<file path="src/hw/rtl/mtd_pkg.sv">
// Shared types and constants for the Morse timing decoder.
// No dependencies; used by morse_timing_decoder_unit.
package mtd_pkg;

  localparam int TIME_BITS_DEF = 16;
  localparam int DIT_W         = 11;
  localparam int IDX_W         = 7;
  localparam int THR_W         = 14;  // holds 7 * dit unit
  localparam int OUT_TDATA_W   = 16;
  localparam int SLOTS         = 3;

  localparam logic [DIT_W-1:0] DIT_UNIT_RESET = 11'd100;

  // register indexes of the write port
  localparam logic CFG_DIT_UNIT = 1'b0;
  localparam logic CFG_ECHO     = 1'b1;

  // bit k set: tree index k names a defined character
  localparam logic [127:0] DEFINED_MASK =
    {64'h4108200344243030, 64'hD9E7A5DFFFFFFFFC};

  typedef enum logic [2:0] {
    EV_DEF   = 3'd0,
    EV_UNDEF = 3'd1,
    EV_WORD  = 3'd2,
    EV_DIT   = 3'd3,
    EV_DASH  = 3'd4
  } event_t;

  typedef struct packed {
    event_t           event_res;
    logic [IDX_W-1:0] symbol_index;
  } result_t;

endpackage

</file>
<file path="src/hw/rtl/morse_timing_decoder_unit.sv">
// Morse timing decoder: key press timing in, tree index events out.
// Uses mtd_pkg for types, constants and the defined-character mask.
// The first result of a beat is on m_* in the cycle after the beat is accepted.
// Throughput: one input beat per cycle while m_tready is high, when it causes at most one result;
//   a beat causing more results holds the input until only its last is left (result queue of 3).
// Reset (rst, synchronous): dit unit 100 ms, echo off, tree index 1,
//   no pending press, result queue empty.
module morse_timing_decoder_unit #(
  parameter int TIME_BITS = mtd_pkg::TIME_BITS_DEF
) (
  input  logic                         clk,
  input  logic                         rst,
  // s_tdata: gap_ms [TIME_BITS-1:0], press_ms [2*TIME_BITS-1:TIME_BITS], zero pad
  input  logic [((2*TIME_BITS+7)/8)*8-1:0] s_tdata,
  // s_tuser: kind (0 press, 1 flush)
  input  logic                         s_tuser,
  input  logic                         s_tvalid,
  output logic                         s_tready,
  // m_tdata: event_res [2:0], symbol_index [9:3], zero pad [15:10]
  output logic [mtd_pkg::OUT_TDATA_W-1:0] m_tdata,
  output logic                         m_tlast,
  output logic                         m_tvalid,
  input  logic                         m_tready,
  input  logic                         cfg_we,
  input  logic                         cfg_index,
  input  logic [mtd_pkg::DIT_W-1:0]    cfg_data
);

  localparam int CMP_W = (TIME_BITS > mtd_pkg::THR_W) ? TIME_BITS : mtd_pkg::THR_W;

  // configuration, held as precomputed thresholds
  logic [mtd_pkg::THR_W-1:0] three_units;
  logic [mtd_pkg::THR_W-1:0] seven_units;
  logic                      echo_elements;

  // decoder state
  logic [mtd_pkg::IDX_W-1:0] tree_index, tree_index_next;
  logic                      too_long, too_long_next;
  logic                      has_prior_press, has_prior_press_next;

  // result queue, slot 0 is at the output
  mtd_pkg::result_t slots [mtd_pkg::SLOTS];
  mtd_pkg::result_t slots_next [mtd_pkg::SLOTS];
  logic [1:0]       count, count_next;

  logic [TIME_BITS-1:0] gap, press;
  logic [CMP_W-1:0]     gap_ext, press_ext, three_ext, seven_ext;
  logic                 in_beat, out_beat;
  logic                 is_flush, dash, do_close, do_word, do_echo;
  mtd_pkg::result_t     close_res, word_res, echo_res;
  logic [mtd_pkg::IDX_W-1:0] base_index;
  logic                 base_too_long;

  assign gap       = s_tdata[TIME_BITS-1:0];
  assign press     = s_tdata[2*TIME_BITS-1:TIME_BITS];
  assign gap_ext   = CMP_W'(gap);
  assign press_ext = CMP_W'(press);
  assign three_ext = CMP_W'(three_units);
  assign seven_ext = CMP_W'(seven_units);

  assign s_tready = (count == 2'd0) || ((count == 2'd1) && m_tready);
  assign in_beat  = s_tvalid && s_tready;
  assign m_tvalid = (count != 2'd0);
  assign out_beat = m_tvalid && m_tready;
  assign m_tlast  = (count == 2'd1);
  assign m_tdata  = {(mtd_pkg::OUT_TDATA_W - 10)'(0), slots[0].symbol_index,
                     slots[0].event_res};

  always_comb begin
    is_flush = s_tuser;
    dash     = press_ext >= three_ext;

    if (too_long) begin
      close_res.event_res    = mtd_pkg::EV_UNDEF;
      close_res.symbol_index = '0;
    end else begin
      close_res.event_res    = mtd_pkg::DEFINED_MASK[tree_index] ? mtd_pkg::EV_DEF
                                                                 : mtd_pkg::EV_UNDEF;
      close_res.symbol_index = tree_index;
    end
    word_res.event_res    = mtd_pkg::EV_WORD;
    word_res.symbol_index = '0;
    echo_res.event_res    = dash ? mtd_pkg::EV_DASH : mtd_pkg::EV_DIT;
    echo_res.symbol_index = '0;

    if (is_flush) begin
      do_close = (tree_index > mtd_pkg::IDX_W'(1)) || too_long;
      do_word  = 1'b0;
      do_echo  = 1'b0;
    end else begin
      do_close = has_prior_press && (gap_ext >= three_ext);
      do_word  = has_prior_press && (gap_ext >= seven_ext);
      do_echo  = echo_elements;
    end

    // a closed character restarts the tree before this press is added
    base_index    = do_close ? mtd_pkg::IDX_W'(1) : tree_index;
    base_too_long = do_close ? 1'b0 : too_long;

    if (is_flush) begin
      tree_index_next      = mtd_pkg::IDX_W'(1);
      too_long_next        = 1'b0;
      has_prior_press_next = 1'b0;
    end else begin
      tree_index_next      = base_index;
      too_long_next        = base_too_long;
      has_prior_press_next = 1'b1;
      if (!base_too_long) begin
        if (base_index[mtd_pkg::IDX_W-1]) begin
          too_long_next = 1'b1;
        end else begin
          tree_index_next = {base_index[mtd_pkg::IDX_W-2:0], dash};
        end
      end
    end

    // pack the enabled results in order: close, word break, echo
    slots_next[0] = do_close ? close_res : (do_word ? word_res : echo_res);
    slots_next[1] = (do_close && do_word) ? word_res : echo_res;
    slots_next[2] = echo_res;
    count_next    = 2'(do_close) + 2'(do_word) + 2'(do_echo);
  end

  always_ff @(posedge clk) begin
    if (rst) begin
      three_units     <= mtd_pkg::THR_W'(mtd_pkg::DIT_UNIT_RESET) * mtd_pkg::THR_W'(3);
      seven_units     <= mtd_pkg::THR_W'(mtd_pkg::DIT_UNIT_RESET) * mtd_pkg::THR_W'(7);
      echo_elements   <= 1'b0;
      tree_index      <= mtd_pkg::IDX_W'(1);
      too_long        <= 1'b0;
      has_prior_press <= 1'b0;
      count           <= 2'd0;
    end else begin
      if (cfg_we) begin
        unique case (cfg_index)
          mtd_pkg::CFG_DIT_UNIT: begin
            three_units <= mtd_pkg::THR_W'(cfg_data) * mtd_pkg::THR_W'(3);
            seven_units <= mtd_pkg::THR_W'(cfg_data) * mtd_pkg::THR_W'(7);
          end
          mtd_pkg::CFG_ECHO: begin
            echo_elements <= cfg_data[0];
          end
          default: begin
          end
        endcase
      end
      if (in_beat) begin
        tree_index      <= tree_index_next;
        too_long        <= too_long_next;
        has_prior_press <= has_prior_press_next;
        count           <= count_next;
      end else if (out_beat) begin
        count <= count - 2'd1;
      end
    end
  end

  // queue payload: load on an input beat, else advance on an output beat
  always_ff @(posedge clk) begin
    if (in_beat) begin
      slots[0] <= slots_next[0];
      slots[1] <= slots_next[1];
      slots[2] <= slots_next[2];
    end else if (out_beat) begin
      slots[0] <= slots[1];
      slots[1] <= slots[2];
    end
  end

endmodule

</file>
<file path="config.mk">
export PLATFORM = sky130hd
export DESIGN_NAME = morse_timing_decoder_unit
export DESIGN_NICKNAME = d
export VERILOG_FILES = /design/src/hw/rtl/mtd_pkg.sv /design/src/hw/rtl/morse_timing_decoder_unit.sv
export SDC_FILE = /design/constraint.sdc
export NUM_CORES = 1
export LEC_CHECK = 0
export BUFFER_PORTS_ARGS = -buffer_cell sky130_fd_sc_hd__buf_2
export CELL_PAD_IN_SITES_DETAIL_PLACEMENT = 0
export CELL_PAD_IN_SITES_GLOBAL_PLACEMENT = 2
export CORE_AREA = 4 4 121 123
export CTS_CLUSTER_DIAMETER = 40
export DETAILED_ROUTE_END_ITERATION = 10
export DIE_AREA = 0 0 125 127
export PLACE_DENSITY = 0.78
export REMOVE_ABC_BUFFERS = 1
export SYNTH_ARGS = -nofsm -noshare
export SYNTH_HDL_FRONTEND = slang
export SYNTH_SLANG_ARGS = --single-unit
</file>
<file path="constraint.sdc">
create_clock -name clk -period 5.13 [get_ports clk]
set_input_delay 1.026 -clock clk [delete_from_list [all_inputs] [get_ports clk]]
set_output_delay 1.026 -clock clk [all_outputs]
set_load 0.05 [all_outputs]
</file>
# == Word level (Yosys, flattened, before mapping) ==
# Memory sizes are Yosys's and may differ from the RTL's. A register that Yosys moved wholly into a read port is not among the register bits.
# Index checks and enable logic that the tools add are counted.
# word_totals
ff_bits,39
ram_bits,30
mem_bits_ro,128
elab_cells,66
mem_count,2
# mem_list
name,depth,word_bits,rd,rd_ports_with_merged_regs,wr,line_no,text
(name not given),128,1,1,1,0,morse_timing_decoder_unit.sv:77,close_res.event_res = mtd_pkg::DEFINED_MASK[tree_index] ? mtd_pkg::EV_DEF
slots,3,10,3,0,3,morse_timing_decoder_unit.sv:42,mtd_pkg::result_t slots [mtd_pkg::SLOTS];
# classes
addsub,3
mul,2
order_cmp,5
eq_ne,1
n_mux,30
bitwise,3
reduce_logical,13
# op_table
operator,n
$mux W10,5
$mux W7,6
$ge A16 B13 Y1,2
$ge A16 B14 Y1,1
$mux W1,15
$mul A11 B3 Y14 const B,1
$mul A11 B2 Y13 const B,1
$lt A7 B8 Y1 const B,1
$mux W8,1
$gt A7 B1 Y1 const B,1
$logic_and A1 B1 Y1,6
$mux W2,2
$reduce_and A2 Y1,2
$reduce_bool A2 Y1,2
$mux W3,1
$add A1 B1 Y2,1
$add A2 B1 Y2,1
$eq A2 B1 Y1 const B,1
$logic_not A2 Y1,1
$logic_or A1 B1 Y1,2
$or A1 B1 Y1,2
$sub A2 B1 Y2 const B,1
$not A1 Y1,1

# == Depth between registers and ports, before layout ==
# Gate-level depths: netlist (run 1).
# depth
depth_word,9
ltp_mapped,17
mapped_depth_nobuf,17

# == Worst setup path after synthesis (run 1) ==
# No wires, ideal clock.
# synth_timing
path_type,in2reg
from,input s_tdata[11]
to,register with a tool-made name
t_arrival_ps,4197
required_time_ps,5071
setup_slack_ps,873
stages,13
path_buffers,0
cell_sequence,ha_1 > and3_1 > nand4_1 > nor4_2 > or2_1 > a311oi_2 > a2111oi_0 > inv_1 > ha_1 > o21a_1 > a221o_1 > o211ai_1 > a41o_1
# synth_rtl
item,line_no,text
from (decl),morse_timing_decoder_unit.sv:14,"input logic [((2*TIME_BITS+7)/8)*8-1:0] s_tdata,"

==> results of run 1 <==
==> layout by cell type, fill, tap and decap left out, drive strengths merged, types with 3 or more instances in the layout <==
cell type	n
a2111oi	3
a211oi	12
a21boi	3
a21o	8
a21oi	37
a31oi	4
a32oi	5
and2	8
buf	68
clkbuf	6
conb	6
dfxtp	38
edfxtp	15
fa	13
ha	69
inv	62
mux2i	5
nand2	36
nand2b	7
nand3	8
nand3b	4
nor2	32
nor2b	8
nor3	10
nor4	4
o211ai	8
o21a	7
o21ai	34
o21bai	3
o221ai	3
o31ai	4
o41ai	3
or2	5
xnor2	8
xor2	4
==> cell type report <==
class | instances | area, µm² | share of cell area, %
multi-input cells | 390 | 3038 | 58.41
clock buffers | 6 | 128.9 | 2.478
clock inverters | 2 | 10.01 | 0.1924
inverters | 62 | 232.7 | 4.474
flip-flops and latches | 53 | 1211 | 23.29
well taps | 180 | 225.2 | 4.330
repair buffers | 68 | 355.3 | 6.832
==> kinds of logic (layout without fill, tap and decap cells) <==
family,count (synthesis),after routing
mux,5,5
other cells,1,6
simple gates,134,134
buf+inv,90,138
compound gates,151,151
fa+ha+maj,82,82
flops,53,53
xor+xnor,12,12
==> critical path: cells and delay by family <==
| kind | cells | cell delay, ns |
|---|---|---|
| compound gates | 6 | 1.33 |
| buf+inv | 3 | 0.40 |
| fa+ha+maj | 2 | 0.52 |
| simple gates | 4 | 1.15 |
==> metal layers <==
| metal | global-route usage (%) | share of wire, % | up-vias | routed length (µm) |
|---|---|---|---|---|
| met2 | 25.56 | 50 | 91 | 5623 |
| li1 | - | - | 1967 | - |
| met1 | 16.57 | 43 | 1772 | 4802 |
| met4 | 5.166 | 2.6 | 0 | 288 |
| met5 | 0 | 0 | - | 0 |
| met3 | 2.341 | 4.2 | 25 | 473 |
==> how the worst max path moves through the flow <==
stage / start / endpoint / slack, ns / cells past startpoint
CTS: s_tdata[11] / flop / 0.94 / 15
detailed placement: s_tdata[11] / flop / 0.65 / 15
global placement: s_tdata[11] / flop / 0.73 / 15
global route: s_tdata[11] / flop / 0.63 / 16
finish: s_tdata[11] / flop / 0.94 / 15
floorplan: s_tdata[11] / flop / 0.87 / 13
==> per-stage QoR <==
stage / setup WS (ns) / power, µW / hold WS (ns) / utilization (%)
global placement: 0.7322 / 1043 / 0.4439 / 37.04
floorplan: 0.8731 / 894.3 / 0.4257 / -
CTS: 0.9395 / 1384 / 0.4561 / 38.06
global route: 0.6295 / 1465 / 0.4726 / 38.06
finish: 0.9378 / 1365 / 0.4547 / 38.06
detailed placement: 0.6506 / 1049 / 0.4466 / 37.04
==> sequential cells by signal (all words and copies together) (netlist names), named ones only <==
| register | flops |
|---|---|
| tree_index | 7 |
| echo_elements | 1 |
| seven_units | 14 |
| has_prior_press | 1 |
| three_units | 11 |
| count | 2 |
| slots | 15 |
| too_long | 1 |
==> power by group through the flow <==
stage                     Combinational (µW)  Clock (µW)  Sequential, µW
after floorplan                          325           0             569
after CTS                                537         342             505
after detailed placement                 534           0             514
after global placement                   530           0             513
final                                    529         332             504
after global routing                     597         358             510
==> out/metrics.yaml, run 1 <==
die:
  floorplan.initialDensity_pct: 33.99
  core_area_um2: 13670
  std_cell_rows: 43
  die_x_um: 125
  die_area_um2: 15880
  io_pins: 69
  die_height_um: 127
synthesis:
  synth_seq_cells: 53
  synth_cell_type_count: 70
  synth_async_sr_flop_share_pct: 0
  yosys_warnings: 0
  flip_flop_cell_with_the_highest_count_after_synthesis: "dfxtp_1"
  synth.area.mux_share_pct: 1.078
  synth_xor_area_share_pct: 2.263
  synth_top_cell_by_area: "ha_1"
  synth_top_cell_area_share_pct: 18.59
  synth_area_leaders: "ha_1 (19%), dfxtp_1 (16%), edfxtp_1 (9.7%)"
  synth.avg_cell_area_um2: 8.796
  most_used_standard_cell_by_instance_count_after_synthesis: "ha_1"
  post_synth_and_or_nand_nor_area_fraction_pct: 14.90
  netlist_instances: 528
  yosysSeqAreaShare_pct: 26.08
  synth-compound-area-share_pct: 22.49
  fraction_of_the_mapped_netlist_area_in_adder_cells_pct: 24.19
  synth_top_family_by_area: "adder cells"
  synthesis.area_um2: 4644
  ys_top_cells_by_count: "ha_1 (69), inv_1 (62), dfxtp_1 (38)"
  synth_enable_flop_cells: 15
job:
  max-cap-violations: 0
clock_network:
  cts-hold-fix-buffers: 0
  clkSinkCount: 53
  clkTransAtPathRegs_ns: 0.07
  cts_buffer_depth: 2
  tritoncts.num_buffers: 5
  cts_tree: "done"
  cts_resized: 0
  worst_skew_pair.late_latency_ns: 0.29
  postCtsSetupRepairBufs: 0
  cts.root.buffer_cell: "clkbuf_16"
  clock_tree.htree_level_count: 2
final_layout:
  post_route_cells_drive_above_1_share_pct: 14.80
  design_area_um2: 5201
  fin_cells: 761
  fill_cells: 1454
  layout_stage_area_growth_over_the_synthesis_result_pct: 11.99
  total_nets_final: 712
  antenna_cells_inserted: 0
min_path:
  min-delay-path-class: "reg -> reg"
  worst_hold_path.num_cells: 2
  whs_endpoint: "echo_elements"
  worstHoldStart: "echo_elements"
timing:
  max-slew-margin-rel_pct: 48.67
  setup_total_negative_slack_ns: 0
  report.final.setup_viol: 0
  finalHoldViolations: 0
  fmax_mhz: 238.5
  final-max-slew-violation-count: 0
  min_period_ns: 4.192
  final.period_utilization_pct: 81.72
  rsz0062_at_grt: "false"
  skew_ns: 0.003865
  worstMarginPinSlew_ns: 0.7699
power:
  switchingPower_uw: 515.3
  power.ir.vdd_worst_uv: 113.5
  p_sw_share_pct: 37.76
  seq_power_share_pct: 36.9
  combinationalPowerShare_pct: 38.7
  cell_internal_pwr_uw: 849.6
  cellLeakagePower_uw: 0.002319
  share_clk_of_total_power_pct: 24.3
  powerDensity_nw_per_um2: 262.4
grt:
  grt_pass1_vias: 3786
  initial_antenna_violation_count: 0
  grt_start_max_net_pins: 39
  global_route_usage_over_all_layers_pct: 14.02
  grt_overflow: 0
  grt_first_pass_wirelength_um: 18140
drt:
  total_number_of_vias: 3855
  drc: 0
  routed_wirelength_um: 11190
  wire_per_inst_um: 14.70
  ant_nets: 0
  via_per_inst: 5.066
  drtPass1Iterations: 4
  starting_drc_count_in_detailed_routing: 231
critical_path:
  critPathLaunchType: "input pin"
  critPathMaxStageDelay_ns: 0.48
  ff2ff_path_depth: 15
  worst_r2r_startpoint: "three_units[11]"
  crit_arrival_ns: 4.43
  crit_top_cell: "ha_1"
  cp_data_required_time_ns: 5.37
  cp_slowest_cell: "nor4_2"
  worst-setup-path-type: "in -> reg"
  path_cells: "buf_2 -> ha_1 -> and3_1 -> nand4_1 -> nor4_2 -> or2_1 -> a311oi_2 -> a2111oi_0 -> buf_4 -> inv_1 -> ha_1 -> o21a_1 -> a221o_1 -> o211ai_1 -> a41o_1"
  reg2reg_slack_ns: 1.35
  cp-end-kind: "flop"
  worst-path-max-fanout: 4
placement:
  post_dp_cell_area_um2: 5062
  gp_routability_congestion: 0.8480
  placed_cells: 753
  io_buffer_count: 62
  dp_hpwl_um: 9243
run_status:
  outcome: "completed"
Power figures use the tool's default switching activity.
==> run 2: changes to the inputs <==
--- a/config.mk
+++ b/config.mk
@@ -8,11 +8,11 @@
 export BUFFER_PORTS_ARGS = -buffer_cell sky130_fd_sc_hd__buf_2
 export CELL_PAD_IN_SITES_DETAIL_PLACEMENT = 0
 export CELL_PAD_IN_SITES_GLOBAL_PLACEMENT = 2
-export CORE_AREA = 4 4 121 123
+export CORE_AREA = 4 4 126 128
 export CTS_CLUSTER_DIAMETER = 40
 export DETAILED_ROUTE_END_ITERATION = 10
-export DIE_AREA = 0 0 125 127
-export PLACE_DENSITY = 0.78
+export DIE_AREA = 0 0 130 132
+export PLACE_DENSITY = 0.75
 export REMOVE_ABC_BUFFERS = 1
 export SYNTH_ARGS = -nofsm -noshare
 export SYNTH_HDL_FRONTEND = slang
==> constraint.sdc (replaced) <==
create_clock -name clk -period 3.7 [get_ports clk]
set_input_delay 0.74 -clock clk [delete_from_list [all_inputs] [get_ports clk]]
set_output_delay 0.74 -clock clk [all_outputs]
set_load 0.05 [all_outputs]
==> run 2 against run 1 <==
- clock-buffer cell count decreased by 1
- register-to-register slack got worse by 1.1 ns
- final cell count increased by 4.2%
- non-clock buffer count increased by 24
==> out/metrics.yaml, run 2 (synthesized netlist as in run 1, its figures left out) <==
die:
  die_height_um: 132  # was 127 µm
  die_x_um: 130  # was 125 µm
  std_cell_rows: 45  # was 43
  io_pins: 69  # unchanged
  die_area_um2: 17160  # was 15,880 µm²
  core_area_um2: 14860  # was 13,670 µm²
  floorplan.initialDensity_pct: 31.25  # was 33.99%
min_path:
  min-delay-path-class: "reg -> reg"  # unchanged
clock_network:
  cts_tree: "done"  # unchanged
  clock_tree.htree_level_count: 2  # unchanged
  worst_skew_pair.late_latency_ns: 0.29  # about the same
  cts_buffer_depth: 2  # unchanged
  clkTransAtPathRegs_ns: 0.07  # about the same
  tritoncts.num_buffers: 5  # unchanged
  clkSinkCount: 53  # unchanged
  cts.root.buffer_cell: "clkbuf_16"  # unchanged
drt:
  wire_per_inst_um: 14.87  # was 14.70 µm
  met3_wirelength_um: 451  # was 473 µm
  routed.top_layer: "met4"  # unchanged
  route.met2.wl_um: 5870  # was 5623 µm
  ant_nets: 0  # unchanged
  total_number_of_vias: 3916  # was 3,855
  drc: 0  # unchanged
  via_per_inst: 4.938  # was 5.066
  drtPass1Iterations: 4  # unchanged
  starting_drc_count_in_detailed_routing: 191  # was 231
  routed_wirelength_um: 11790  # was 11,190 µm
  detail_route.wirelength.met1_um: 5216  # was 4802 µm
critical_path:
  critPathLaunchType: "input pin"  # unchanged
  crit_top_cell: "ha_1"  # unchanged
  path_cells: "buf_2 -> ha_1 -> and3_1 -> a22oi_1 -> o211ai_2 -> buf_4 -> o21ai_1 -> a21oi_1 -> o22a_1 -> or2_2 -> inv_1 -> ha_1 -> mux2i_1 -> nor3_1 -> o22ai_1 -> a311oi_1 -> a41o_1"  # was buf_2 -> ha_1 -> and3_1 -> nand4_1 -> nor4_2 -> or2_1 -> a311oi_2 -> a2111oi_0 -> buf_4 -> inv_1 -> ha_1 -> o21a_1 -> a221o_1 -> o211ai_1 -> a41o_1
  worst-path-max-fanout: 4  # unchanged
  cp-end-kind: "flop"  # unchanged
  cp_slowest_cell: "or2_2"  # was nor4_2
  crit_arrival_ns: 3.84  # was 4.43 ns
  critPathMaxStageDelay_ns: 0.32  # was 0.48 ns
  cp_data_required_time_ns: 3.93  # was 5.37 ns
  critical_path.top_delay_family: "compound AO/OA/AOI/OAI gates"  # unchanged
  critPathBufInv: 3  # unchanged
  worst-setup-path-type: "in -> reg"  # unchanged
job:
  max-cap-violations: 0  # unchanged
timing:
  rsz0062_at_grt: "false"  # unchanged
  report.final.setup_viol: 0  # unchanged
  finalHoldViolations: 0  # unchanged
  final-max-slew-violation-count: 0  # unchanged
  min_period_ns: 3.604
  fmax_mhz: 277.5
  worstMarginPinSlew_ns: 0.6978  # was 0.7699 ns
  max-slew-margin-rel_pct: 53.48  # was 48.67%
  final.period_utilization_pct: 97.41
  final.hold.worst_slack_ns: 0.4528  # was 0.4547 ns
  skew_ns: 0.009450  # was 0.003865 ns
grt:
  grt_first_pass_wirelength_um: 19460  # was 18,140 µm
  grt_start_max_net_pins: 31  # was 39
  grt_pass1_vias: 3972  # was 3,786
  initial_antenna_violation_count: 0  # unchanged
  global_route_usage_over_all_layers_pct: 13.91  # was 14.02%
  grt_overflow: 0  # unchanged
power:
  cellLeakagePower_uw: 0.002459  # was 0.002319 µW
  share_clk_of_total_power_pct: 29.0  # was 24.3%
  seq_power_share_pct: 33.8  # was 36.9%
  p_sw_share_pct: 35.36  # was 37.76%
  cell_internal_pwr_uw: 1339  # was 849.6 µW
  switchingPower_uw: 732.3  # was 515.3 µW
  post-layout-total-power_uw: 2071  # was 1365 µW
  power.ir.vdd_worst_uv: 155.3  # was 113.5 µV
  combinationalPowerShare_pct: 37.2  # was 38.7%
  powerDensity_nw_per_um2: 379.5  # was 262.4 nW/µm²
final_layout:
  fill_cells: 1565  # was 1,454
  layout.cells.most_common_list: "ha_1 (69), inv_1 (62), buf_2 (62)"  # unchanged
  biggest_regs: "slots (15), seven_units (14), three_units (11)"  # unchanged
  largest_register_ff_count: 15  # unchanged
  registers.top_by_ff_count: "slots"  # unchanged
  ff_latch_area_um2: 1211  # unchanged
  fin_cells: 793  # was 761
  layout.cells.most_common: "ha_1"  # unchanged
  layout_stage_area_growth_over_the_synthesis_result_pct: 17.48  # was 11.99%
  antenna_cells_inserted: 0  # unchanged
  total_nets_final: 736  # was 712
  multiInputGateArea_um2: 3052  # was 3038 µm²
  post_route_cells_drive_above_1_share_pct: 18.68  # was 14.80%
placement:
  dp_hpwl_um: 9861  # was 9243 µm
  io_buffer_count: 62  # unchanged
  gp_routability_congestion: 0.8651  # was 0.8480
  placed_cells: 784  # was 753
run_status:
  outcome: "completed"  # unchanged
-- run 2: cell types whose count changed in the layout (fill, tap and decap cells not counted), sizes merged --
cell    previous run  this run
buf               68        92
bufinv             0         2
clkbuf             6         5
clkinv             2         1
-- run 2: power by group through the flow --
| stage | Combinational, µW | Sequential, µW | Clock [µW] |
|---|---|---|---|
| after floorplan | 451 | 789 | 0 |
| after global placement | 762 | 713 | 0 |
| after detailed placement | 773 | 714 | 0 |
| after CTS | 777 | 701 | 618 |
| after global routing | 868 | 707 | 641 |
| final | 770 | 700 | 600 |
-- run 2: final timing paths --
kind,startpoint,to,slack [ns],depth (start not counted)
worst max-delay path,s_tdata[11],flop,0.1,17
worst min-delay path,seven_units[8],seven_units[8],0.45,2
worst max register to register,three_units[11],flop,0.25,17
worst min register to register,seven_units[8],seven_units[8],0.45,2
-- run 2: worst register-to-register path, stage by stage, from the launching register on --
cell,delay (ns)
dfxtp_1,0.34
inv_1,0.08
ha_1,0.29
and3_1,0.21
a22oi_1,0.26
o211ai_2,0.17
buf_4,0.17
o21ai_1,0.16
a21oi_1,0.12
o22a_1,0.21
or2_2,0.32
inv_1,0.10
ha_1,0.18
mux2i_1,0.10
nor3_1,0.18
o22ai_1,0.12
a311oi_1,0.27
a41o_1,0.12
-- run 2: routing by layer --
layer	track usage, %	vias to the layer above
li1	-	2019
met2	24.38	69
met3	2.026	16
met1	17.65	1812
met4	3.811	0
met5	0	-
-- run 2: what timing repair did --
action / 4_1_cts / 5_1_grt
hold buffers: 0 / 0
setup buffers: 0 / 1
gates resized for setup: 0 / 4
endpoints found under the setup margin: 0 / 1
-- run 2: area by class of cell --
type / instances / area share (%)
Sequential cell: 53 / 22.20
Timing Repair Buffer: 92 / 9.814
Multi-Input combinational cell: 390 / 55.93
Clock buffer: 5 / 2.293
Tap cell: 188 / 4.311
Clock inverter: 3 / 1.192
Inverter: 62 / 4.265
-- run 2: stage by stage --
step	instance area [µm²]	setup TNS, ns	utilization [%]	worst slack, ns
after floorplan	4482	-0.4800	-	-0.4800
after global placement	5245	-0.2412	35.29	-0.2412
after detailed placement	5245	-0.2508	35.29	-0.2508
after CTS	5435	0	36.57	0.004845
after global routing	5456	0	36.71	0.004482
final	5456	0	36.71	0.09590
==> run 3: changes to the inputs <==
==> constraint.sdc (replaced) <==
create_clock -name clk -period 3.7 [get_ports clk]
set_input_delay 0.185 -clock clk [delete_from_list [all_inputs] [get_ports clk]]
set_output_delay 0.185 -clock clk [all_outputs]
set_load 0.05 [all_outputs]
==> run 3 against run 2 <==
- clock power down 24%
- maximum frequency up 5.5%
- combinational power down 2%
- critical path type is now reg -> reg
- largest cell class unchanged
- largest power group unchanged
==> out/metrics.yaml, run 3 (synthesized netlist as in run 1, its figures left out) <==
power:
  cellLeakagePower_uw: 0.002342  # was 0.002459 µW
  powerDensity_nw_per_um2: 363.3  # was 379.5 nW/µm²
  post-layout-total-power_uw: 1911  # was 2071 µW
  power.ir.vdd_worst_uv: 184.1  # was 155.3 µV
die:
  die_area_um2: 17160  # unchanged
  io_pins: 69  # unchanged
  floorplan.initialDensity_pct: 31.25  # unchanged
  die_height_um: 132  # unchanged
  std_cell_rows: 45  # unchanged
  die_x_um: 130  # unchanged
  core_area_um2: 14860  # unchanged
run_status:
  outcome: "completed"  # unchanged
clock_network:
  cts-hold-fix-buffers: 0  # unchanged
  clkTransAtPathRegs_ns: 0.07  # about the same
  clock_tree.htree_level_count: 2  # unchanged
  cts_resized: 0  # unchanged
  cts_buffer_depth: 2  # unchanged
  cts.root.buffer_cell: "clkbuf_16"  # unchanged
  clkSinkCount: 53  # unchanged
  worst_skew_pair.late_latency_ns: 0.29  # about the same
  cts_tree: "done"  # unchanged
  postCtsSetupRepairBufs: 0  # unchanged
  tritoncts.num_buffers: 5  # unchanged
grt:
  grt_first_pass_wirelength_um: 19340  # was 19,460 µm
  grt_overflow: 0  # unchanged
  grt_pass1_vias: 3997  # was 3,972
  initial_antenna_violation_count: 0  # unchanged
  grt_start_max_net_pins: 41  # was 31
  global_route_usage_over_all_layers_pct: 13.99  # was 13.91%
timing:
  report.final.setup_viol: 0  # unchanged
  postLayoutSetupSlackWorst_ns: 0.2846  # was 0.09590 ns
  fmax_mhz: 292.8  # was 277.5 MHz
  final.period_utilization_pct: 92.31  # was 97.41%
  max-slew-margin-rel_pct: 49.31  # was 53.48%
  skew_ns: 0.002984  # was 0.009450 ns
  final-max-slew-violation-count: 0  # unchanged
  final.hold.worst_slack_ns: 0.1956  # was 0.4528 ns
  finalHoldViolations: 0  # unchanged
  worstMarginPinSlew_ns: 0.7603  # was 0.6978 ns
  min_period_ns: 3.415  # was 3.604 ns
job:
  max-cap-violations: 0  # unchanged
final_layout:
  post_route_cells_drive_above_1_share_pct: 15.70  # was 18.68%
  fin_cells: 774  # was 793
  layout_stage_area_growth_over_the_synthesis_result_pct: 13.25  # was 17.48%
  fill_cells: 1582  # was 1,565
  layout.cells.most_common: "ha_1"  # unchanged
  largest_register_ff_count: 15  # unchanged
  ff_latch_area_um2: 1211  # unchanged
  antenna_cells_inserted: 0  # unchanged
  layout.cells.most_common_list: "ha_1 (69), inv_1 (62), buf_2 (62)"  # unchanged
  total_nets_final: 717  # was 736
  registers.top_by_ff_count: "slots"  # unchanged
  multiInputGateArea_um2: 3050  # was 3052 µm²
  biggest_regs: "slots (15), seven_units (14), three_units (11)"  # unchanged
critical_path:
  critPathMaxStageDelay_ns: 0.41  # was 0.32 ns
  reg2reg_slack_ns: 0.28  # was 0.25 ns
  path_cells: "inv_1 -> ha_1 -> and3_1 -> nand4_1 -> o211ai_2 -> or2_1 -> a311oi_2 -> a2111oi_1 -> buf_4 -> inv_1 -> ha_1 -> o21a_1 -> a221o_1 -> o211ai_1 -> a41o_1"  # was buf_2 -> ha_1 -> and3_1 -> a22oi_1 -> o211ai_2 -> buf_4 -> o21ai_1 -> a21oi_1 -> o22a_1 -> or2_2 -> inv_1 -> ha_1 -> mux2i_1 -> nor3_1 -> o22ai_1 -> a311oi_1 -> a41o_1
  critPathLaunchType: "flop"  # was input pin
  crit_arrival_ns: 3.65  # was 3.84 ns
  worst-setup-path-type: "reg -> reg"  # was in -> reg
  cp_data_required_time_ns: 3.94  # was 3.93 ns
  cp-end-kind: "flop"  # unchanged
  worst-path-max-fanout: 4  # unchanged
  cp_slowest_cell: "a2111oi_1"  # was or2_2
placement:
  placed_cells: 766  # was 784
  gp_routability_congestion: 0.8226  # was 0.8651
  io_buffer_count: 62  # unchanged
  dp_hpwl_um: 9517  # was 9861 µm
  detailedPlace.worstSlack_ns: 0.1738  # was -0.2508 ns
drt:
  drtPass1Iterations: 6  # was 4
  wire_per_inst_um: 15.10  # was 14.87 µm
  total_number_of_vias: 3864  # was 3,916
  via_per_inst: 4.992  # was 4.938
  routed_wirelength_um: 11690  # was 11,790 µm
  drc: 0  # unchanged
  ant_nets: 0  # unchanged
  starting_drc_count_in_detailed_routing: 219  # was 191
min_path:
  min-delay-path-class: "in -> reg"  # was reg -> reg
==> run 3: cell types whose count changed in the layout (fill, tap and decap cells not counted) <==
cell,change
a2111oi_1,+1
clkinv_1,+2
bufinv_16,-2
o21ai_1,-1
a2111oi_2,-1
a21boi_0,+1
a21boi_1,-1
buf_4,-19
o21ai_2,+1
==> run 3: area by class of cell <==
class | instances | area share, %
Clock buffer | 5 | 2.379
Clock inverter | 3 | 0.2379
Sequential cell | 53 | 23.03
Timing Repair Buffer | 73 | 7.469
Multi-Input combinational cell | 390 | 57.99
Inverter | 62 | 4.424
Tap cell | 188 | 4.472
==> run 3: report_power, final <==
group	total [µW]	internal (µW)	leakage [µW]	switching (µW)
clock network	458	246	0.0000687	212
logic	754	267	0.00182	487
registers	699	671	0.000458	28.1
==> run 3: path summary, 6_finish.rpt <==
path | startpoint | cells past startpoint | to
max | three_units[11] | 15 | flop
min | cfg_we | 3 | echo_elements
max reg2reg | three_units[11] | 15 | flop
min reg2reg | three_units[4] | 2 | three_units[4]
==> run 3: routing by layer <==
layer	share of wire [%]	track usage, %	wire length [µm]
met5	0	0	0
met4	1.8	3.984	206
met3	3.7	2.066	433
met1	44	17.44	5137
met2	51	24.79	5913
==> run 3: worst max-delay path: cells and delay by family, from the launching register on <==
kind | cells | cell delay [ns]
AOI/OAI and AO/OA | 7 | 1.59
adders and majority gates | 2 | 0.51
buffers and inverters | 3 | 0.34
DFF | 1 | 0.34
and+or+nand+nor | 3 | 0.57
==> run 3: metrics by stage <==
stage,utilization [%],cell area (µm²),setup TNS [ns]
floorplan,-,4482,-0.4800
global placement,34.38,5110,0
detailed placement,34.38,5110,0
CTS,35.30,5248,0
global route,35.39,5260,-0.007933
finish,35.39,5260,0
